--- src/design/kdhc_pkg.sv ---
// shared types, constants and the chord table lookup for the key debouncer
package kdhc_pkg;

   localparam int FIELD_BITS     = 4;
   localparam int FILTER_BITS    = 8;
   localparam int LIMIT_BITS     = 16;
   localparam int CODE_BITS      = 8;
   localparam int MAP_BITS       = 64;
   localparam int CHORD_BITS     = 4;
   localparam int REQ_BITS       = 2 * FIELD_BITS;
   localparam int RSP_BITS       = 2 * FIELD_BITS + CODE_BITS;
   localparam int CSR_DATA_BITS  = 64;
   localparam int CSR_ADDR_BITS  = 6;
   localparam int CSR_INDEX_BITS = 3;
   localparam int CSR_LSB        = 3;

   localparam int DEF_CHANNELS   = 4;
   localparam int DEF_COUNT_BITS = 16;

   localparam logic [FILTER_BITS-1:0] RST_FAST_FILTER   = 8'd2;
   localparam logic [LIMIT_BITS-1:0]  RST_HOLD_RELEASE  = 16'd2000;
   localparam logic [LIMIT_BITS-1:0]  RST_STUCK_LIMIT   = 16'd20000;
   localparam logic [FILTER_BITS-1:0] RST_SLOW_FILTER   = 8'd10;
   localparam logic [LIMIT_BITS-1:0]  RST_CHORD_TRIGGER = LIMIT_BITS'(150 * 13 / 5);
   localparam logic [MAP_BITS-1:0]    RST_MAP_LOW       = 64'h2112_0003_1102_0100;
   localparam logic [MAP_BITS-1:0]    RST_MAP_HIGH      = 64'h3121_0013_0000_1F04;

   typedef enum logic [CSR_INDEX_BITS-1:0] {
      REG_FAST_FILTER   = 3'd0,
      REG_HOLD_RELEASE  = 3'd1,
      REG_STUCK_LIMIT   = 3'd2,
      REG_SLOW_FILTER   = 3'd3,
      REG_CHORD_TRIGGER = 3'd4,
      REG_MAP_LOW       = 3'd5,
      REG_MAP_HIGH      = 3'd6
   } reg_index_type;

   typedef struct packed {
      logic [FILTER_BITS-1:0] fast_filter;
      logic [LIMIT_BITS-1:0]  hold_release;
      logic [LIMIT_BITS-1:0]  stuck_limit;
      logic [FILTER_BITS-1:0] slow_filter;
      logic [LIMIT_BITS-1:0]  chord_trigger;
      logic [MAP_BITS-1:0]    map_low;
      logic [MAP_BITS-1:0]    map_high;
   } cfg_type;

   typedef struct packed {
      logic key;
      logic stuck;
   } hit_status_type;

   function automatic logic [CODE_BITS-1:0] chord_lookup(
      input logic [MAP_BITS-1:0]   map_low,
      input logic [MAP_BITS-1:0]   map_high,
      input logic [CHORD_BITS-1:0] idx
   );
      logic [MAP_BITS-1:0] word;
      word = idx[CHORD_BITS-1] ? map_high : map_low;
      return word[{idx[CHORD_BITS-2:0], 3'b000} +: CODE_BITS];
   endfunction

endpackage

--- src/design/kdhc_hit_lane.sv ---
// one hit channel: rise and fall filter, hold release and stuck detection
module kdhc_hit_lane
   import kdhc_pkg::*;
#(
   parameter int COUNT_BITS = DEF_COUNT_BITS
) (
   input  logic                   clock,
   input  logic                   reset,
   input  logic                   advance,
   input  logic                   level,
   input  logic [FILTER_BITS-1:0] filter,
   input  logic [LIMIT_BITS-1:0]  hold_release,
   input  logic [LIMIT_BITS-1:0]  stuck_limit,
   output hit_status_type         status_next
);

   localparam int CMP_BITS = (COUNT_BITS > LIMIT_BITS) ? COUNT_BITS : LIMIT_BITS;

   logic [FILTER_BITS-1:0] rise_ff, rise_in;
   logic [FILTER_BITS-1:0] fall_ff, fall_in;
   logic [COUNT_BITS-1:0]  hold_ff, hold_in;
   logic                   key_ff, key_in;
   logic                   stuck_ff, stuck_in;

   logic [CMP_BITS-1:0] hold_x;
   logic [CMP_BITS-1:0] hold_in_x;
   logic [CMP_BITS-1:0] release_x;
   logic [CMP_BITS-1:0] stuck_x;

   assign hold_x    = CMP_BITS'(hold_ff);
   assign hold_in_x = CMP_BITS'(hold_in);
   assign release_x = CMP_BITS'(hold_release);
   assign stuck_x   = CMP_BITS'(stuck_limit);

   always_comb begin
      rise_in  = rise_ff;
      fall_in  = fall_ff;
      hold_in  = hold_ff;
      key_in   = key_ff;
      stuck_in = stuck_ff;
      if (level) begin
         fall_in = '0;
         if (rise_ff < filter) begin
            rise_in = rise_ff + 1'b1;
         end
         if ((hold_x < stuck_x) && (hold_ff != '1)) begin
            hold_in = hold_ff + 1'b1;
         end
         if (rise_in >= filter) begin
            key_in = 1'b1;
         end
         if (hold_in_x >= release_x) begin
            key_in = 1'b0;
         end
         if (hold_in_x >= stuck_x) begin
            stuck_in = 1'b1;
         end
      end else begin
         rise_in = '0;
         if (fall_ff < filter) begin
            fall_in = fall_ff + 1'b1;
         end
         if (fall_in >= filter) begin
            key_in   = 1'b0;
            stuck_in = 1'b0;
            hold_in  = '0;
         end
      end
   end

   always_ff @(posedge clock) begin
      if (reset) begin
         rise_ff  <= '0;
         fall_ff  <= '0;
         hold_ff  <= '0;
         key_ff   <= 1'b0;
         stuck_ff <= 1'b0;
      end else if (advance) begin
         rise_ff  <= rise_in;
         fall_ff  <= fall_in;
         hold_ff  <= hold_in;
         key_ff   <= key_in;
         stuck_ff <= stuck_in;
      end
   end

   assign status_next.key   = key_in;
   assign status_next.stuck = stuck_in;

endmodule

--- src/design/kdhc_button_lane.sv ---
// one button: rise and fall filter on the pressed level
module kdhc_button_lane
   import kdhc_pkg::*;
(
   input  logic                   clock,
   input  logic                   reset,
   input  logic                   advance,
   input  logic                   press,
   input  logic [FILTER_BITS-1:0] filter,
   output logic                   down_next
);

   logic [FILTER_BITS-1:0] rise_ff, rise_in;
   logic [FILTER_BITS-1:0] fall_ff, fall_in;
   logic                   down_ff, down_in;

   always_comb begin
      rise_in = rise_ff;
      fall_in = fall_ff;
      down_in = down_ff;
      if (press) begin
         fall_in = '0;
         if (rise_ff < filter) begin
            rise_in = rise_ff + 1'b1;
         end
         if (rise_in >= filter) begin
            down_in = 1'b1;
         end
      end else begin
         rise_in = '0;
         if (fall_ff < filter) begin
            fall_in = fall_ff + 1'b1;
         end
         if (fall_in >= filter) begin
            down_in = 1'b0;
         end
      end
   end

   always_ff @(posedge clock) begin
      if (reset) begin
         rise_ff <= '0;
         fall_ff <= '0;
         down_ff <= 1'b0;
      end else if (advance) begin
         rise_ff <= rise_in;
         fall_ff <= fall_in;
         down_ff <= down_in;
      end
   end

   assign down_next = down_in;

endmodule

--- src/design/kdhc_chord_merge.sv ---
// merges the button lanes: chord hold counter, table lookup and code latch
module kdhc_chord_merge
   import kdhc_pkg::*;
#(
   parameter int COUNT_BITS = DEF_COUNT_BITS
) (
   input  logic                  clock,
   input  logic                  reset,
   input  logic                  advance,
   input  logic [CHORD_BITS-1:0] chord,
   input  logic [LIMIT_BITS-1:0] trigger,
   input  logic [MAP_BITS-1:0]   map_low,
   input  logic [MAP_BITS-1:0]   map_high,
   output logic [CODE_BITS-1:0]  code_next
);

   localparam int CMP_BITS = (COUNT_BITS > LIMIT_BITS) ? COUNT_BITS : LIMIT_BITS;

   logic [COUNT_BITS-1:0] count_ff, count_in;
   logic [CODE_BITS-1:0]  latch_ff, latch_in;
   logic                  any_down;

   assign any_down = |chord;

   always_comb begin
      count_in = '0;
      if (any_down) begin
         count_in = (count_ff != '1) ? count_ff + 1'b1 : count_ff;
      end
      latch_in = latch_ff;
      if (latch_ff != '0) begin
         if (!any_down) begin
            latch_in = '0;
         end
      end else if (any_down && (CMP_BITS'(count_in) >= CMP_BITS'(trigger))) begin
         latch_in = chord_lookup(map_low, map_high, chord);
      end
   end

   always_ff @(posedge clock) begin
      if (reset) begin
         count_ff <= '0;
         latch_ff <= '0;
      end else if (advance) begin
         count_ff <= count_in;
         latch_ff <= latch_in;
      end
   end

   assign code_next = latch_in;

`ifndef SYNTHESIS
   a_latch_needs_count: assert property (@(posedge clock) disable iff (reset)
      (latch_ff != '0) |-> (count_ff != '0))
      else $error("chord code latched with hold counter at zero");
`endif

endmodule

--- src/design/key_debounce_hold_timeout_chord_core.sv ---
// top level: config registers, hit and button lanes, chord merge and output stage
// latency: a result beat is offered on rsp the cycle after its request beat is taken,
// or once the beat ahead of it has left when the output register is still occupied
// throughput: one beat per cycle while rsp_tready keeps up; a two-entry output stage keeps req_tready high
// while one result waits, so req_tready depends only on a registered flag
// reset: clears every filter, hold and chord counter, the latch and the output stage,
// and loads the register defaults; no clearing pass, beats are taken straight away
module key_debounce_hold_timeout_chord_core
   import kdhc_pkg::*;
#(
   parameter int CHANNELS   = DEF_CHANNELS,
   parameter int COUNT_BITS = DEF_COUNT_BITS
) (
   input  logic                     clock,
   input  logic                     reset,
   input  logic                     req_tvalid,
   output logic                     req_tready,
   input  logic [REQ_BITS-1:0]      req_tdata,   // hit_levels[3:0], button_pins[7:4]
   output logic                     rsp_tvalid,
   input  logic                     rsp_tready,
   output logic [RSP_BITS-1:0]      rsp_tdata,   // hit_keys[3:0], chord_code[11:4], stuck_flags[15:12]
   input  logic                     csr_psel,
   input  logic                     csr_penable,
   input  logic                     csr_pwrite,
   input  logic [CSR_ADDR_BITS-1:0] csr_paddr,
   input  logic [CSR_DATA_BITS-1:0] csr_pwdata,
   output logic [CSR_DATA_BITS-1:0] csr_prdata,
   output logic                     csr_pready
);

   cfg_type                     cfg_ff;
   logic [CSR_INDEX_BITS-1:0]   csr_index;
   logic                        csr_write;

   logic                        req_accept;
   logic                        rsp_take;
   hit_status_type              hit_status [CHANNELS];
   logic [CHANNELS-1:0]         button_next;
   logic [FIELD_BITS-1:0]       keys_next;
   logic [FIELD_BITS-1:0]       stuck_next;
   logic [CHORD_BITS-1:0]       chord_next;
   logic [CODE_BITS-1:0]        code_next;
   logic [RSP_BITS-1:0]         result;

   logic                        rsp_valid_ff;
   logic [RSP_BITS-1:0]         rsp_data_ff;
   logic                        skid_valid_ff;
   logic [RSP_BITS-1:0]         skid_data_ff;

   // configuration port
   assign csr_pready = 1'b1;
   assign csr_index  = csr_paddr[CSR_LSB +: CSR_INDEX_BITS];
   assign csr_write  = csr_psel && csr_penable && csr_pwrite && csr_pready;

   always_ff @(posedge clock) begin
      if (reset) begin
         cfg_ff.fast_filter   <= RST_FAST_FILTER;
         cfg_ff.hold_release  <= RST_HOLD_RELEASE;
         cfg_ff.stuck_limit   <= RST_STUCK_LIMIT;
         cfg_ff.slow_filter   <= RST_SLOW_FILTER;
         cfg_ff.chord_trigger <= RST_CHORD_TRIGGER;
         cfg_ff.map_low       <= RST_MAP_LOW;
         cfg_ff.map_high      <= RST_MAP_HIGH;
      end else if (csr_write) begin
         unique case (csr_index)
            REG_FAST_FILTER:   cfg_ff.fast_filter   <= csr_pwdata[FILTER_BITS-1:0];
            REG_HOLD_RELEASE:  cfg_ff.hold_release  <= csr_pwdata[LIMIT_BITS-1:0];
            REG_STUCK_LIMIT:   cfg_ff.stuck_limit   <= csr_pwdata[LIMIT_BITS-1:0];
            REG_SLOW_FILTER:   cfg_ff.slow_filter   <= csr_pwdata[FILTER_BITS-1:0];
            REG_CHORD_TRIGGER: cfg_ff.chord_trigger <= csr_pwdata[LIMIT_BITS-1:0];
            REG_MAP_LOW:       cfg_ff.map_low       <= csr_pwdata[MAP_BITS-1:0];
            REG_MAP_HIGH:      cfg_ff.map_high      <= csr_pwdata[MAP_BITS-1:0];
            default: ;
         endcase
      end
   end

   always_comb begin
      unique case (csr_index)
         REG_FAST_FILTER:   csr_prdata = CSR_DATA_BITS'(cfg_ff.fast_filter);
         REG_HOLD_RELEASE:  csr_prdata = CSR_DATA_BITS'(cfg_ff.hold_release);
         REG_STUCK_LIMIT:   csr_prdata = CSR_DATA_BITS'(cfg_ff.stuck_limit);
         REG_SLOW_FILTER:   csr_prdata = CSR_DATA_BITS'(cfg_ff.slow_filter);
         REG_CHORD_TRIGGER: csr_prdata = CSR_DATA_BITS'(cfg_ff.chord_trigger);
         REG_MAP_LOW:       csr_prdata = CSR_DATA_BITS'(cfg_ff.map_low);
         REG_MAP_HIGH:      csr_prdata = CSR_DATA_BITS'(cfg_ff.map_high);
         default:           csr_prdata = '0;
      endcase
   end

   // lanes
   assign req_tready = !skid_valid_ff;
   assign req_accept = req_tvalid && req_tready;
   assign rsp_take   = rsp_valid_ff && rsp_tready;

   for (genvar i = 0; i < CHANNELS; i++) begin : g_lane
      logic hit_level;
      logic button_press;
      if (i < FIELD_BITS) begin : g_pin
         assign hit_level    = req_tdata[i];
         assign button_press = ~req_tdata[FIELD_BITS + i];
      end else begin : g_none
         assign hit_level    = 1'b0;
         assign button_press = 1'b0;
      end

      kdhc_hit_lane #(
         .COUNT_BITS(COUNT_BITS)
      ) u_hit (
         .clock        (clock),
         .reset        (reset),
         .advance      (req_accept),
         .level        (hit_level),
         .filter       (cfg_ff.fast_filter),
         .hold_release (cfg_ff.hold_release),
         .stuck_limit  (cfg_ff.stuck_limit),
         .status_next  (hit_status[i])
      );

      kdhc_button_lane u_button (
         .clock     (clock),
         .reset     (reset),
         .advance   (req_accept),
         .press     (button_press),
         .filter    (cfg_ff.slow_filter),
         .down_next (button_next[i])
      );
   end

   for (genvar j = 0; j < FIELD_BITS; j++) begin : g_field
      if (j < CHANNELS) begin : g_used
         assign keys_next[j]  = hit_status[j].key;
         assign stuck_next[j] = hit_status[j].stuck;
         assign chord_next[j] = button_next[j];
      end else begin : g_unused
         assign keys_next[j]  = 1'b0;
         assign stuck_next[j] = 1'b0;
         assign chord_next[j] = 1'b0;
      end
   end

   kdhc_chord_merge #(
      .COUNT_BITS(COUNT_BITS)
   ) u_merge (
      .clock     (clock),
      .reset     (reset),
      .advance   (req_accept),
      .chord     (chord_next),
      .trigger   (cfg_ff.chord_trigger),
      .map_low   (cfg_ff.map_low),
      .map_high  (cfg_ff.map_high),
      .code_next (code_next)
   );

   assign result = {stuck_next, code_next, keys_next};

   // output register with skid entry
   always_ff @(posedge clock) begin
      if (reset) begin
         rsp_valid_ff  <= 1'b0;
         skid_valid_ff <= 1'b0;
      end else begin
         if (rsp_take) begin
            if (skid_valid_ff) begin
               rsp_data_ff   <= skid_data_ff;
               skid_valid_ff <= 1'b0;
            end else begin
               rsp_valid_ff <= req_accept;
               if (req_accept) begin
                  rsp_data_ff <= result;
               end
            end
         end else if (req_accept) begin
            if (!rsp_valid_ff) begin
               rsp_valid_ff <= 1'b1;
               rsp_data_ff  <= result;
            end else begin
               skid_valid_ff <= 1'b1;
               skid_data_ff  <= result;
            end
         end
      end
   end

   assign rsp_tvalid = rsp_valid_ff;
   assign rsp_tdata  = rsp_data_ff;

`ifndef SYNTHESIS
   a_skid_behind_output: assert property (@(posedge clock) disable iff (reset)
      skid_valid_ff |-> rsp_valid_ff)
      else $error("skid entry held with output register empty");

   a_accept_gives_beat: assert property (@(posedge clock) disable iff (reset)
      req_accept |=> rsp_valid_ff)
      else $error("accepted request produced no result beat");

   a_skid_drains: assert property (@(posedge clock) disable iff (reset)
      (skid_valid_ff && rsp_tready) |=> !skid_valid_ff)
      else $error("skid entry not drained after output taken");
`endif

endmodule

--- config.mk ---
export PLATFORM = sky130hd
export DESIGN_NAME = key_debounce_hold_timeout_chord_core
export DESIGN_NICKNAME = d
export VERILOG_FILES = /design/src/design/kdhc_pkg.sv /design/src/design/kdhc_hit_lane.sv /design/src/design/kdhc_button_lane.sv /design/src/design/kdhc_chord_merge.sv /design/src/design/key_debounce_hold_timeout_chord_core.sv
export SDC_FILE = /design/constraint.sdc
export NUM_CORES = 2
export LEC_CHECK = 0
export BUFFER_PORTS_ARGS = -buffer_cell sky130_fd_sc_hd__buf_2
export CAP_MARGIN = 20
export CELL_PAD_IN_SITES_DETAIL_PLACEMENT = 1
export CELL_PAD_IN_SITES_GLOBAL_PLACEMENT = 1
export CORE_MARGIN = 4
export CORE_UTILIZATION = 25
export CTS_CLUSTER_DIAMETER = 100
export DETAILED_ROUTE_END_ITERATION = 6
export PLACE_DENSITY_LB_ADDON = 0.1
export SLEW_MARGIN = 20
export SYNTH_ARGS = -nofsm -noshare
export SYNTH_HDL_FRONTEND = slang
export SYNTH_HIERARCHICAL = 1
export SYNTH_SLANG_ARGS = --single-unit
--- constraint.sdc ---
create_clock -name clock -period 5.8 [get_ports clock]
set_clock_uncertainty 0.05 [all_clocks]
set_input_delay 0.58 -clock clock [delete_from_list [all_inputs] [get_ports clock]]
set_output_delay 0.58 -clock clock [all_outputs]
set_load 0.05 [all_outputs]
# Word-level counts from Yosys, hierarchy flattened
# Index checks and enable logic that the tools add are counted.
# op_classes
addsub	21
n_lt_le_gt_ge	45
n_eq_ne	13
shifts	1
n_mux	115
n_bitwise	2
reduce_logical	27
# ops
operator	count
64-bit one-hot mux with 7 select lines	1
8-bit two-way mux	51
16-bit two-way mux	19
16-bit >= comparator	9
8-bit by 1-bit adder with 8-bit output, second input constant	16
8-bit >= comparator	16
8-bit < comparator	16
16-bit by 1-bit adder with 16-bit output, second input constant	5
16-bit != test, second input constant	5
16-bit < comparator	4
64-bit two-way mux	1
64-bit by 7-bit indexed part select with 8-bit output	1
1-bit two-way mux	43
2-bit AND reduction	9
3-bit == test, second input constant	3
1-bit logical AND	9
4-bit AND reduction	2
8-bit nonzero test	1
3-bit by 2-bit == test with 1-bit output, second input constant	2
2-bit != test, second input constant	2
2-bit nonzero test	2
4-bit OR reduction	1
3-bit by 1-bit == test with 1-bit output, second input constant	1
3-bit zero test	1
other kinds (3)	4
# totals
register_bits	454
inputBits	85
output_inout_bits	83
word_cells	269

# Logic depth before layout (Yosys ltp)
# depth
word_depth	15
depth_mapped	27
ltp_nobuf	23

# Cells and area by module
# The synthesis kept the hierarchy.
# by_module_without_submodules
mod	instances	cells_each	area_per_inst_um2	seq_area_each_um2
kdhc_hit_lane	4	525	4092.7	680.7
key_debounce_hold_timeout_chord_core	1	1122	10203.5	4844.6
kdhc_button_lane	4	240	1844.3	340.3
kdhc_chord_merge	1	362	3020.4	480.5

# Worst setup path after synthesis
# OpenSTA, ideal clock, no wires.
# synth_path
path_kind	reg2reg
startpoint	reg cfg_ff[146] in the netlist's numbering
endpoint	reg rsp_data_ff[10] (netlist: rsp_tdata[10]), data pin
t_arrival_ns	5.682
required_ns	5.490
setup_slack_ns	-0.192
path_stages_with_launch	27
n_path_buf	4
cell_sequence	dfxtp_1 > inv_1 > ha_1 > a211oi_1 > o21ai_0 > a21oi_1 > buf_2 > nand3_1 > xnor2_1 > ha_1 > a21oi_1 > nor2b_1 > a2111o_1 > a2bb2oi_1 > nand2_1 > buf_2 > or4_1 > clkbuf_1 > clkbuf_1 > nand2_1 > ha_1 > nand2b_1 > a2111oi_0 > o31ai_1 > a32oi_1 > o21ai_0 > mux2_2
# synth_between
elab_chain_cells	15
elab_cells_between_ends	58
cone_classes	17 x order compare; 1 x shift; 38 x mux; 2 x reduce/logical
# synth_lines
element	line	text
start: declaration	key_debounce_hold_timeout_chord_core.sv:31	cfg_type cfg_ff;
8-bit < comparator (on tied branches)	kdhc_button_lane.sv:23, kdhc_button_lane.sv:31	
8-bit two-way mux (on tied branches)	kdhc_button_lane.sv:23, kdhc_button_lane.sv:31	
8-bit two-way mux	kdhc_button_lane.sv:21	if (press) begin
8-bit >= comparator (on tied branches)	kdhc_button_lane.sv:26, kdhc_button_lane.sv:34	
1-bit two-way mux (on tied branches)	kdhc_button_lane.sv:26, kdhc_button_lane.sv:34	
1-bit two-way mux (*)	kdhc_button_lane.sv:21	
via button_next[0]	key_debounce_hold_timeout_chord_core.sv:38	logic [CHANNELS-1:0] button_next;
4-bit OR reduction	kdhc_chord_merge.sv:23	assign any_down = |chord;
16-bit two-way mux	kdhc_chord_merge.sv:27	if (any_down) begin
16-bit >= comparator	kdhc_chord_merge.sv:35	end else if (any_down && (CMP_BITS'(count_in) >= CMP_BITS'(trigger))) begin
1-bit logical AND	kdhc_chord_merge.sv:35	
8-bit two-way mux	kdhc_chord_merge.sv:35	
8-bit two-way mux (*)	kdhc_chord_merge.sv:31	if (latch_ff != '0) begin
via code_next[6]	key_debounce_hold_timeout_chord_core.sv:42	logic [CODE_BITS-1:0] code_next;
16-bit two-way mux (on tied branches)	key_debounce_hold_timeout_chord_core.sv:174, key_debounce_hold_timeout_chord_core.sv:169	
16-bit two-way mux (on tied branches)	key_debounce_hold_timeout_chord_core.sv:173, key_debounce_hold_timeout_chord_core.sv:164	
16-bit two-way mux (*)	key_debounce_hold_timeout_chord_core.sv:163	if (rsp_take) begin
end signal: assignment	key_debounce_hold_timeout_chord_core.sv:165	rsp_data_ff <= skid_data_ff;
end signal: assignment	key_debounce_hold_timeout_chord_core.sv:170	rsp_data_ff <= result;
end signal: assignment	key_debounce_hold_timeout_chord_core.sv:176	rsp_data_ff <= result;
end: declaration	key_debounce_hold_timeout_chord_core.sv:46	logic [RSP_BITS-1:0] rsp_data_ff;
# Mark *: on every way through the listed nets, which the timed path passes. The rest lies on a longest branch. The select of a mux whose other input is x is not followed.
# A chain may end at the register's enable or synchronous reset.

==> qor_table.md <==
| Stage | Metric | Reported |
| --- | --- | --- |
| status | Outcome | complete, no violations |
| synth | Arithmetic-cell share of the synthesized area counting full adders, half adders and majority gates | 15.7% |
| clock network | Clock Pin Slew Worst Setup and Hold Paths | 60 ps |
| die | Starting density of the core | 25.3% |
| timing | Transition time at the pin with the least slew margin | 991 ps |
| setup path | Req. time, crit path | 6140 ps |
| power and ir drop | Worst IR Drop VDD | 194 uV |
| timing | Final cycle utilization of the critical path | 96.0% |
| synth | Net Count, Synth | 5,094 |
| worst hold path | Hold Path Depth | 3 |
| setup path | Critical path depth in cells | 28 |
| synth | Fraction of synthesis flops using an asynchronous set or reset pin | 0% |
| clock network | Clock tree from TritonCTS | yes |
| synth | Count of synthesis-stage warnings from yosys | 6 |
| synth | Number of enable-type register cells in the synthesized netlist | 32 |
| die | Top-level I/O count | 168 |
| setup path | Critical Setup Path Class | flop to flop |
| synth | XOR/XNOR Fraction of Synth Area | 2.96% |
| layout | Fillers | 17.2k |
| power and ir drop | Cell leakage power | 18.4 nW |
| timing | Number of hold violations in the final report | 0 |
| setup path | Slowest cell on crit path | or3_4 |
| setup path | Number of cells on the worst reg-to-reg path | 28 |
| synth | Compound-cell area share of the yosys netlist | 21.9% |
| timing | Shortest period the worst path allows | 5570 ps |
| setup path | Buffers and inverters on the worst path | 6 |
| setup path | R2r setup slk | 230 ps |
| power and ir drop | Combinational share of power | 13.0% |
| timing | Relative max-transition margin | 33.9% |
| drt | Post-DRT Antenna Nets | 0 |
| setup path | Maximum fanout along the worst path | 16 |
| setup path | CP delay by family, top | compound AO/OA/AOI/OAI gates |
| die | Overall die width | 393 um |
| synth | Largest area contributor in the netlist | dfxtp_1 |
| synth | Multiplexer fraction of the synthesized cell area | 6.13% |
| layout | Post-synthesis to final-layout area growth | 20.7% |
| layout | Post-layout utilization of the core | 30.5% |
| synth | Post-synthesis cell area | 37,000 um2 |
| drt | Average via count per standard cell | 5.18 |
| synth | Fraction of the mapped netlist area in simple logic gates | 21.8% |
| synth | Number of unique standard cell types used by synthesis | 92 |
| drt | Wire per inst | 22.2 um |
| power and ir drop | Total net switching power | 0.00259 W |
| place | Detail Placement HPWL | 110,000 um |
| synth | Synth top area share | 22.9% |
| timing | Total negative slack | 0 ps |
| clock network | H-tree levels | 3 |
| timing | Count of final setup violators | 0 |
| setup path | Worst setup EP type | flop |
| global route | Number of antenna violations at the first check in global routing | 18 |
| global route | Maximum number of pins on one net before global-route repair | 101 |
| drt | Total via count after detailed routing | 35.3k |
| timing | Number of pins with negative max-slew slack in the final report | 0 |
| global route | GR Overflow Total | 0 |
| power and ir drop | Power density over the cells | 195 nW/um2 |
| setup path | Arrival time of the worst setup path | 5910 ps |
| power and ir drop | Register share of total power | 37.4% |
| place | Routability cong. | 0.788 |
| worst hold path | Hold path startpoint | csr_pwdata[42] |
| die | Vertical die dimension | 393 um |
| power and ir drop | Switching share of power | 29.8% |
| setup path | FF-to-FF End | rsp_tdata[12] |
| layout | Area of combinational cells with multiple inputs | 26,000 um2 |
| layout | Share of cells above drive strength 1 | 18.8% |
| synth | Post-synthesis sequential element count | 454 |
| layout | Combined flip-flop and latch cell area | 9440 um2 |
| clock network | Sinks on Clock Net | 454 |
| drt | Post-detailed-route DRC marker count | 0 |
| setup path | Highest cell delay on the worst timing path | 390 ps |
| synth | Synth top area cells | dfxtp_1 23%, ha_1 16%, o21ai_0 4.8%, nand2_1 4.2%, nand3_1 3.4% |
| synth | Flip-flop cell with the highest count after synthesis | dfxtp_1 |
| synth | Main combinational cell family by area after synthesis | compound AO/OA/AOI/OAI gates |
| place | Post-placement setup slack | -408 ps |
| global route | Wire length of the first global-routing pass | 231,000 um |
| drt | Initial DRC count | 1,642 |
| worst hold path | Hold Path End | cfg_ff[42] |
| place | Cell area after placement | 41,400 um2 |
| setup path | Startpoint class of the critical path | flop |
| timing | Maximum clock frequency | 180 MHz |
| drt | First-pass DRT Iterations | 5 |
| die | Cell row count | 140 |
| layout | Number of nets in the layout | 5,388 |
| worst hold path | Worst min-delay path category | primary input to flop |
| power and ir drop | Part of the total power dissipated in the clock network | 49.6% |
| power and ir drop | Overall power after layout | 0.00870 W |
| clock network | Bufs on Longest Clock Path | 3 |
| run | Max-cap violation count | 0 |
| timing | Slack of the critical path | 232 ps |
| clock network | TritonCTS buffer count | 68 |
| die | Core area | 146,000 um2 |
| clock network | Clock latency on the worst-skew pair | 660 ps |
| synth | Post-synthesis instance total | 4,544 |
| drt | Routed WL | 151,000 um |
| die | Die area | 154,000 um2 |
| place | Port buffer count | 163 |
| clock network | Master cell of the clock root buffer | clkbuf_16 |
| synth | Syn avg cell area | 8.14 um2 |
| synth | Commonest cells in the synthesized netlist | 465 x ha_1, 422 x dfxtp_1, 416 x nand2_1 |
| synth | Fraction of the yosys area taken by sequential cells | 25.4% |
| global route | Global-route usage over all layers | 19.3% |
| global route | Vias in the first global route | 36.3k |
| layout | Final instance area | 44,600 um2 |
| synth | Dominant cell by count in the synthesized netlist | ha_1 |
| setup path | Startpoint of the worst register-to-register path | cfg_ff[190] |
| power and ir drop | Power Internal | 0.00611 W |
==> worst min-delay path: stages <==
cell     delay [ps]
buf_2           100
nand3_1          50
a21oi_1          50
==> layout by cell type (no fill, tap or decap), drive strengths merged, types with 17 or more instances in the layout <==
master,count
a22o,48
and4,19
a31oi,115
a211o,17
edfxtp,32
a211oi,51
inv,273
nand4,95
dfxtp,422
nor2,262
nor3,74
mux4,27
a21oi,217
nor2b,114
and2,22
or3,50
o211ai,76
nand2,420
mux2i,106
nand3,265
o2111ai,18
xor2,19
and3,57
o31ai,26
xnor2,106
ha,465
a21o,66
clkinv,21
or4,18
a221oi,17
a31o,20
a32oi,27
nand2b,107
mux2,53
buf,485
a22oi,24
clkbuf,89
o21a,33
o21ai,378
nor4,24
==> logic make-up after synthesis <==
group | count (synthesis)
AOI/OAI and AO/OA | 1219
xor gates and xnor gates | 125
adders and majority gates | 465
buffers and inverters | 532
DFF | 454
muxes | 186
other | 1
and+or+nand+nor | 1562
==> stage by stage <==
stage               hold slack, ps  cells
floorplan                      397   4544
global placement               422   6654
detailed placement             427   6654
CTS                           48.6   6781
global route                  94.1   6809
finish                         122   6813
==> layer usage <==
layer	track usage, %	wire length (um)	vias to the layer above
met5	0	69	-
met4	4.49	2820	12
met3	2.69	5060	139
met2	30.3	65800	458
met1	27.9	77200	17400
li1	-	-	17300
==> registers in the layout (all words and copies together), names as in the netlist, 16 cells and up <==
signal,count
g_lane.u_hit/fall_ff,32
rsp_tdata,16
g_lane.u_hit/rise_ff,32
g_lane.u_button/rise_ff,32
cfg_ff,192
g_lane.u_button/fall_ff,32
u_merge/count_ff,16
skid_data_ff,16
g_lane.u_hit/hold_ff,64
==> power by group through the flow <==
stage | logic, W | clock network (W) | registers, W
after floorplan | 0.000647 | 0 | 0.00331
after global placement | 0.00110 | 0 | 0.00332
after detailed placement | 0.00111 | 0 | 0.00332
after CTS | 0.00112 | 0.00450 | 0.00325
after global routing | 0.00124 | 0.00461 | 0.00326
final | 0.00113 | 0.00432 | 0.00325
==> what timing repair did <==
item,CTS,global route
endpoints found under the setup margin,36,45
hold buffers,0,0
gates resized for setup,44,156
pin swaps,7,60
gates cloned,1,0
setup buffers,4,26
==> layout make-up <==
cell class,instances,share of cell area (%)
Sequential cell,454,21.1
Inverter,271,2.30
Antenna cell,6,0.0336
Multi-Input combinational cell,3558,58.3
Timing Repair Buffer,485,7.85
Clock buffer,89,4.17
Tap cell,1917,5.37
Clock inverter,33,0.874
==> worst max path at each step <==
stage | start | end | slack [ps]
floorplan | cfg_ff[146] | rsp_tdata[10] | 6
global placement | cfg_ff[146] | rsp_tdata[4] | -310
detailed placement | cfg_ff[146] | rsp_tdata[4] | -410
CTS | cfg_ff[191] | rsp_tdata[14] | 3
global route | cfg_ff[190] | rsp_tdata[13] | -20
finish | cfg_ff[190] | rsp_tdata[12] | 230
(Power assumes the default switching activity.)
